$ cat config.mk
export PLATFORM = sky130hd
export DESIGN_NAME = cpt_cross
export DESIGN_NICKNAME = d
export VERILOG_FILES = /design/src/hdl/cpt_pkg.sv /design/src/hdl/cpt_cross.sv
export SDC_FILE = /design/constraint.sdc
export NUM_CORES = 2
export LEC_CHECK = 0
export BUFFER_PORTS_ARGS = -buffer_cell sky130_fd_sc_hd__buf_2
export CELL_PAD_IN_SITES_DETAIL_PLACEMENT = 1
export CELL_PAD_IN_SITES_GLOBAL_PLACEMENT = 1
export CORE_MARGIN = 8
export CORE_UTILIZATION = 47
export CTS_BUF_LIST = sky130_fd_sc_hd__clkbuf_4 sky130_fd_sc_hd__clkbuf_8
export DETAILED_ROUTE_END_ITERATION = 6
export GPL_ROUTABILITY_DRIVEN = 0
export PLACE_DENSITY_LB_ADDON = 0.1
export SYNTH_ARGS = -nofsm -noshare
export SYNTH_HDL_FRONTEND = slang
export SYNTH_SLANG_ARGS = --single-unit
export TNS_END_PERCENT = 30
$ cat constraint.sdc
create_clock -name clk -period 11.6 [get_ports clk]
set_clock_uncertainty 0.05 [all_clocks]
set_input_delay 2.32 -clock clk [delete_from_list [all_inputs] [get_ports clk]]
set_output_delay 2.32 -clock clk [all_outputs]
set_load 0.01 [all_outputs]
$ cat src/hdl/cpt_pkg.sv
// Types and constants of the convex position test
`timescale 1ns / 1ps
`default_nettype none

package cpt_pkg;

    localparam int MAX_POINTS_DEF = 32;
    localparam int COORD_W        = 32;
    localparam int DIFF_W         = COORD_W + 1;
    localparam int PROD_W         = 2 * DIFF_W;
    localparam int COUNT_W        = 6;

    typedef struct packed {
        logic signed [COORD_W-1:0] x;
        logic signed [COORD_W-1:0] y;
    } point_t;

    // hull sequencer
    typedef enum logic [3:0] {
        S_IDLE,
        S_LOAD_C,
        S_GET_C,
        S_TEST,
        S_RD_A_IDX,
        S_RD_A_PT,
        S_CROSS_WAIT,
        S_PUSH,
        S_DONE
    } state_t;

    // cross-product unit phases
    typedef enum logic [1:0] {
        XP_IDLE,
        XP_MUL_L,
        XP_MUL_R,
        XP_CMP
    } xphase_t;

endpackage

`default_nettype wire

$ cat src/hdl/cpt_cross.sv
// Shared cross-product unit: one multiplier used twice, then a signed compare
`timescale 1ns / 1ps
`default_nettype none

module cpt_cross import cpt_pkg::*;
(
    input  wire logic   clk,
    input  wire logic   rst_n,
    input  wire logic   start,
    input  wire point_t a_pt,
    input  wire point_t b_pt,
    input  wire point_t c_pt,
    output logic        done,
    output logic        not_left
);

    xphase_t phase_reg, phase_next;

    logic signed [DIFF_W-1:0] dbx_reg, dby_reg, dcx_reg, dcy_reg;
    logic signed [PROD_W-1:0] l_reg, r_reg;
    logic signed [DIFF_W-1:0] mul_a, mul_b;
    logic signed [PROD_W-1:0] prod;

    // phase sequence: capture diffs, left product, right product, compare
    always_comb
    begin
        phase_next = phase_reg;
        case (phase_reg)
            XP_IDLE:  if (start) phase_next = XP_MUL_L;
            XP_MUL_L: phase_next = XP_MUL_R;
            XP_MUL_R: phase_next = XP_CMP;
            XP_CMP:   phase_next = XP_IDLE;
            default:  phase_next = XP_IDLE;
        endcase
    end

    always_ff @(posedge clk or negedge rst_n)
    begin
        if (!rst_n)
            phase_reg <= XP_IDLE;
        else
            phase_reg <= phase_next;
    end

    // the single multiplier: (bx-ax)*(cy-ay), then (by-ay)*(cx-ax)
    assign mul_a = (phase_reg == XP_MUL_L) ? dbx_reg : dby_reg;
    assign mul_b = (phase_reg == XP_MUL_L) ? dcy_reg : dcx_reg;
    assign prod  = PROD_W'(mul_a) * PROD_W'(mul_b);

    always_ff @(posedge clk)
    begin
        if (phase_reg == XP_IDLE && start)
        begin
            dbx_reg <= DIFF_W'(b_pt.x) - DIFF_W'(a_pt.x);
            dby_reg <= DIFF_W'(b_pt.y) - DIFF_W'(a_pt.y);
            dcx_reg <= DIFF_W'(c_pt.x) - DIFF_W'(a_pt.x);
            dcy_reg <= DIFF_W'(c_pt.y) - DIFF_W'(a_pt.y);
        end
        if (phase_reg == XP_MUL_L)
            l_reg <= prod;
        if (phase_reg == XP_MUL_R)
            r_reg <= prod;
    end

    // cross <= 0 means the turn is not a strict left turn
    assign done     = (phase_reg == XP_CMP);
    assign not_left = (l_reg <= r_reg);

endmodule

`default_nettype wire

Word level (Yosys, flattened, before mapping). Index checks and enable logic that the tools add are counted.

Bits in registers: 266. Bits in latches: 0. Memory bits (writable): 0. ROM bits: 0. Bits of input ports: 195. Memories kept: 0.

Add/sub/neg operators: 4. Multiply operators: 1. Div/mod/pow operators: 0. Magnitude comparators: 1. Equality and inequality tests: 4. Shift-type cells: 0. Mux-type cells: 4. Bitwise logic cells: 0. Reduce and logical (&&, ||, !) cells: 2.

Operator list (number): 32-bit by 32-bit subtractor with 33-bit output (4); 66-bit <= comparator (1); 33-bit by 33-bit multiplier with 66-bit output (1); 33-bit two-way mux (2); 2-bit one-hot mux with 4 select lines (1); 2-bit equality test (second input constant) (2); 2-bit by 1-bit equality test with 1-bit output (second input constant) (1); 2-bit zero test (1); 2-bit two-way mux (1); 2-bit inequality test (second input constant) (1); 1-bit logical AND (1).

Logic depth before layout (Yosys ltp).
Depth in word-level cells: 3. Depth in mapped cells: 35.

Worst setup path after synthesis. No wires, ideal clock.

Path kind: reg-to-reg. From: reg phase_reg[1]. To: reg l_reg[61], data pin. Library setup time: 264 ps. Data arrival time: 11054 ps. Required time: 11286 ps. Path slack: 232 ps. Cell stages (with the launch flop): 32. Period minus slack after synthesis: 11368 ps. Path through: dfrtp_1 -> inv_1 -> ha_1 -> clkbuf_1 -> clkbuf_1 -> buf_1 -> mux2i_1 -> clkbuf_1 -> nor2_1 -> fa_1 -> fa_1 -> inv_1 -> fa_1 -> inv_1 -> fa_1 -> inv_1 -> fa_1 -> fa_1 -> fa_1 -> fa_1 -> inv_1 -> ha_1 -> a21o_1 -> a21o_1 -> a21o_1 -> a21oi_1 -> nor2b_1 -> a311oi_1 -> o31a_1 -> o21ai_1 -> a21oi_1 -> xnor2_1.

Cells in the longest elaborated chain, start to end: 3.

RTL lines: from (decl) (RTL line cpt_cross.sv:17) `xphase_t phase_reg, phase_next;`; from (signal assigned) (RTL line cpt_cross.sv:42) `phase_reg <= phase_next;`; 2-bit by 1-bit equality test with 1-bit output (*) (RTL line cpt_cross.sv:46, cpt_cross.sv:47); 33-bit two-way mux (on tied branches) (RTL line cpt_cross.sv:46, cpt_cross.sv:47); 33-bit by 33-bit multiplier with 66-bit output (*) (RTL line cpt_cross.sv:48) `assign prod = PROD_W'(mul_a) * PROD_W'(mul_b);`; net prod[61] (RTL line cpt_cross.sv:22) `logic signed [PROD_W-1:0] prod;`; to (signal assigned) (RTL line cpt_cross.sv:60) `l_reg <= prod;`; to (decl) (RTL line cpt_cross.sv:20) `logic signed [PROD_W-1:0] l_reg, r_reg;`.

The timed path passes the listed nets; every way through them passes the cells marked *. A chain may end at the register's enable or synchronous reset.

Worst setup path after layout.
From: reg phase_reg[1]. To: reg r_reg[60], data pin.

Cells in the longest elaborated chain, start to end: 3.

RTL lines: 2-bit by 1-bit equality test with 1-bit output (*) (RTL line cpt_cross.sv:46, cpt_cross.sv:47); 33-bit two-way mux (on tied branches) (RTL line cpt_cross.sv:46, cpt_cross.sv:47); 33-bit by 33-bit multiplier with 66-bit output (*) (RTL line cpt_cross.sv:48); net prod[60] (RTL line cpt_cross.sv:22); to (signal assigned) (RTL line cpt_cross.sv:62) `r_reg <= prod;`; to (decl) (RTL line cpt_cross.sv:20).

Marks and branches as above.

==> results.cfg <==
[status]
status = complete, no violations

[routing]
dr_total_vias = 41230
ant_nets = 0
drc = 0
vias_per_cell = 5.546
wl_per_cell_um = 25.11
wl_mm = 186.7
first_pass_iters = 5
drt_iter0_markers = 2682

[critical_path]
r2r_end = r_reg[60]
worst_setup_path_end_kind = flip-flop
r2r_cells = 27
critPathRequiredTime_ns = 12.02
crit_path_frequent_cell = fa_1
cp_slowest_stage_delay_ns = 0.70
setup.worst_path.class = reg2reg
arrival_ns = 11.09
slowest_stage = fa_1
r2r_slack_ns = 0.93
critPathMaxFanout = 26
startpoint_type = flip-flop
reg2reg_from = phase_reg[1]

[cts]
cts_tree = done
ctsHoldBuffers = 0
cts_buffers = 49
clkTransAtPathRegs_ns = 0.08
max-clock-path-buffers = 3
cts_num_sinks = 266
clkLatencyLatePin_ns = 0.74
post_cts_buffers = 0
cts-resized-gates = 0
cts_root_buffer = clkbuf_8
htree_levels = 2

[layout]
fin_nets = 7630
layout_commonest_cell = inv_1
layout_common_cells = 1272 x inv_1, 1149 x fa_1, 694 x nor2_1
drive_gt1_share_pct = 9.242
area_growth_pct = 8.122

[floorplan]
fp.coreArea_um2 = 115700
io_pins = 197
die_w_um = 357.1
initial_core_util_pct = 47.24
rows = 125
fp.dieArea_um2 = 127500
die_h_um = 357.1

[sta]
setup_viol = 0
hold_violations = 0
slew_headroom_pct = 14.45
worst_pin_slew_ns = 1.272
maxSlewViolCount = 0
rsz0062_at_grt = false
period_minus_slack_ns = 10.67
clock.fmax_mhz = 93.73
fin_tns_setup_ns = 0
finalCritPeriodShare_pct = 91.97

[synth]
synth_xor_area_share_pct = 2.595
ys_seq_area_share_pct = 14.59
synth_top_family_by_area = adder cells
synth_edf_count = 264
synthAdderAreaFrac_pct = 51.59
ys_top_cells_by_area = fa_1 42%, edfxtp_1 14%, ha_1 9.5%, inv_1 8.7%, nor2_1 4.8%
async_flop_share_pct = 0.7519
synth_compound_gate_area_share_pct = 7.300
yosys_most_used_dff = edfxtp_1
synthMuxAreaShare_pct = 2.565
yosys.area.top_type_share_pct = 42.07
synth_fp_nets = 7447
synth.avg_cell_area_um2 = 9.614
synth-simple-area-share_pct = 11.33
synth_seq_cells = 266
synth_largest_area_cell = fa_1
ys_types = 83
ys_warn_count = 0
synth_area_um2 = 54670
synthCells = 5687

[placed_design]
io_buffers = 196
dp_hpwl_mm = 157.2

[grt]
grt_pass1_wl_mm = 285.7
grt_util_all_layers_pct = 29.90
antenna_found_initial = 9
overflow = 0
grt_pass1_vias = 46510
grt_max_degree = 80

[flow_run]
maxCapViolations = 0

[min_path]
hold_end = phase_reg[1]
min_from = phase_reg[1]
hp-class = reg2reg
hold-path-cell-count = 1
per-stage QoR:
step	hold slack (ns)	worst slack, ns	area [um2]	utilization (%)	cells
after floorplan	0.4829	0.2320	54670	-	5687
final	0.5500	0.9311	59110	51.08	7434
after detailed placement	0.5307	1.016	58140	50.24	7343
after CTS	0.5491	0.9913	59110	51.07	7432
after global routing	0.5669	0.4989	59110	51.08	7434
after global placement	0.5002	1.239	58140	50.24	7343
synth_stat cells (25+ instances only):
cell type and count:
fa_1 1149, a21oi_1 167, mux2_2 65, o21ai_0 87, nor2b_1 30, xnor2_1 120
nand2b_1 27, a21o_1 95, o21a_1 51, nand2_1 588, a211oi_1 25, nand3_1 35
ha_1 416, nor3_1 31, nand4_1 29, xor2_1 42, clkbuf_1 156, inv_1 1272
edfxtp_1 264, o21bai_1 33, mux2i_1 67, nor2_1 694
cells by family (layout without fill, tap and decap cells):
group                    Yosys count  count (layout)
other                              0               2
buffers and inverters           1457            1678
adder cells (fa/ha/maj)         1565            1565
AND/OR/NAND/NOR                 1508            1508
AO/OA/AOI/OAI                    597             597
XOR/XNOR                         162             162
flip-flops                       266             266
multiplexers                     132             132
worst max-delay path: cells and delay by family (launching register included):
family | cells | cell delay, ns
flip-flops | 1 | 0.42
buffers and inverters | 7 | 1.14
adder cells (fa/ha/maj) | 10 | 5.61
multiplexers | 1 | 0.16
AO/OA/AOI/OAI | 5 | 1.57
AND/OR/NAND/NOR | 3 | 1.25
XOR/XNOR | 1 | 0.15
worst max-delay path by stage:
stage	from	end	slack, ns
after floorplan	phase_reg[1]	l_reg[61]	0.23
after global placement	phase_reg[1]	l_reg[60]	1.24
after detailed placement	phase_reg[1]	l_reg[60]	1.02
after CTS	phase_reg[1]	r_reg[60]	0.99
after global routing	phase_reg[1]	l_reg[60]	0.50
final	phase_reg[1]	r_reg[60]	0.93
final cells by class:
| class | count | area, um2 |
|---|---|---|
| Antenna cell | 2 | 5.005 |
| Clock buffer | 58 | 742.0 |
| Clock inverter | 31 | 222.7 |
| Fill cell | 13240 | 56620 |
| Inverter | 1272 | 4775 |
| Multi-Input combinational cell | 3964 | 41530 |
| Sequential cell | 266 | 7978 |
| Tap cell | 1524 | 1907 |
| Timing Repair Buffer | 317 | 1952 |
metal layers:
| metal | vias up | routed length (um) | GRT usage (%) |
|---|---|---|---|
| met5 | - | 0 | 0 |
| met4 | 0 | 9137 | 12.34 |
| met3 | 378 | 14990 | 6.737 |
| met2 | 1570 | 85160 | 48.18 |
| met1 | 21430 | 77380 | 39.07 |
| li1 | 17850 | - | - |
Power is not shown: default switching activity piles up to over one toggle a cycle in this logic, so the estimate is an artifact.
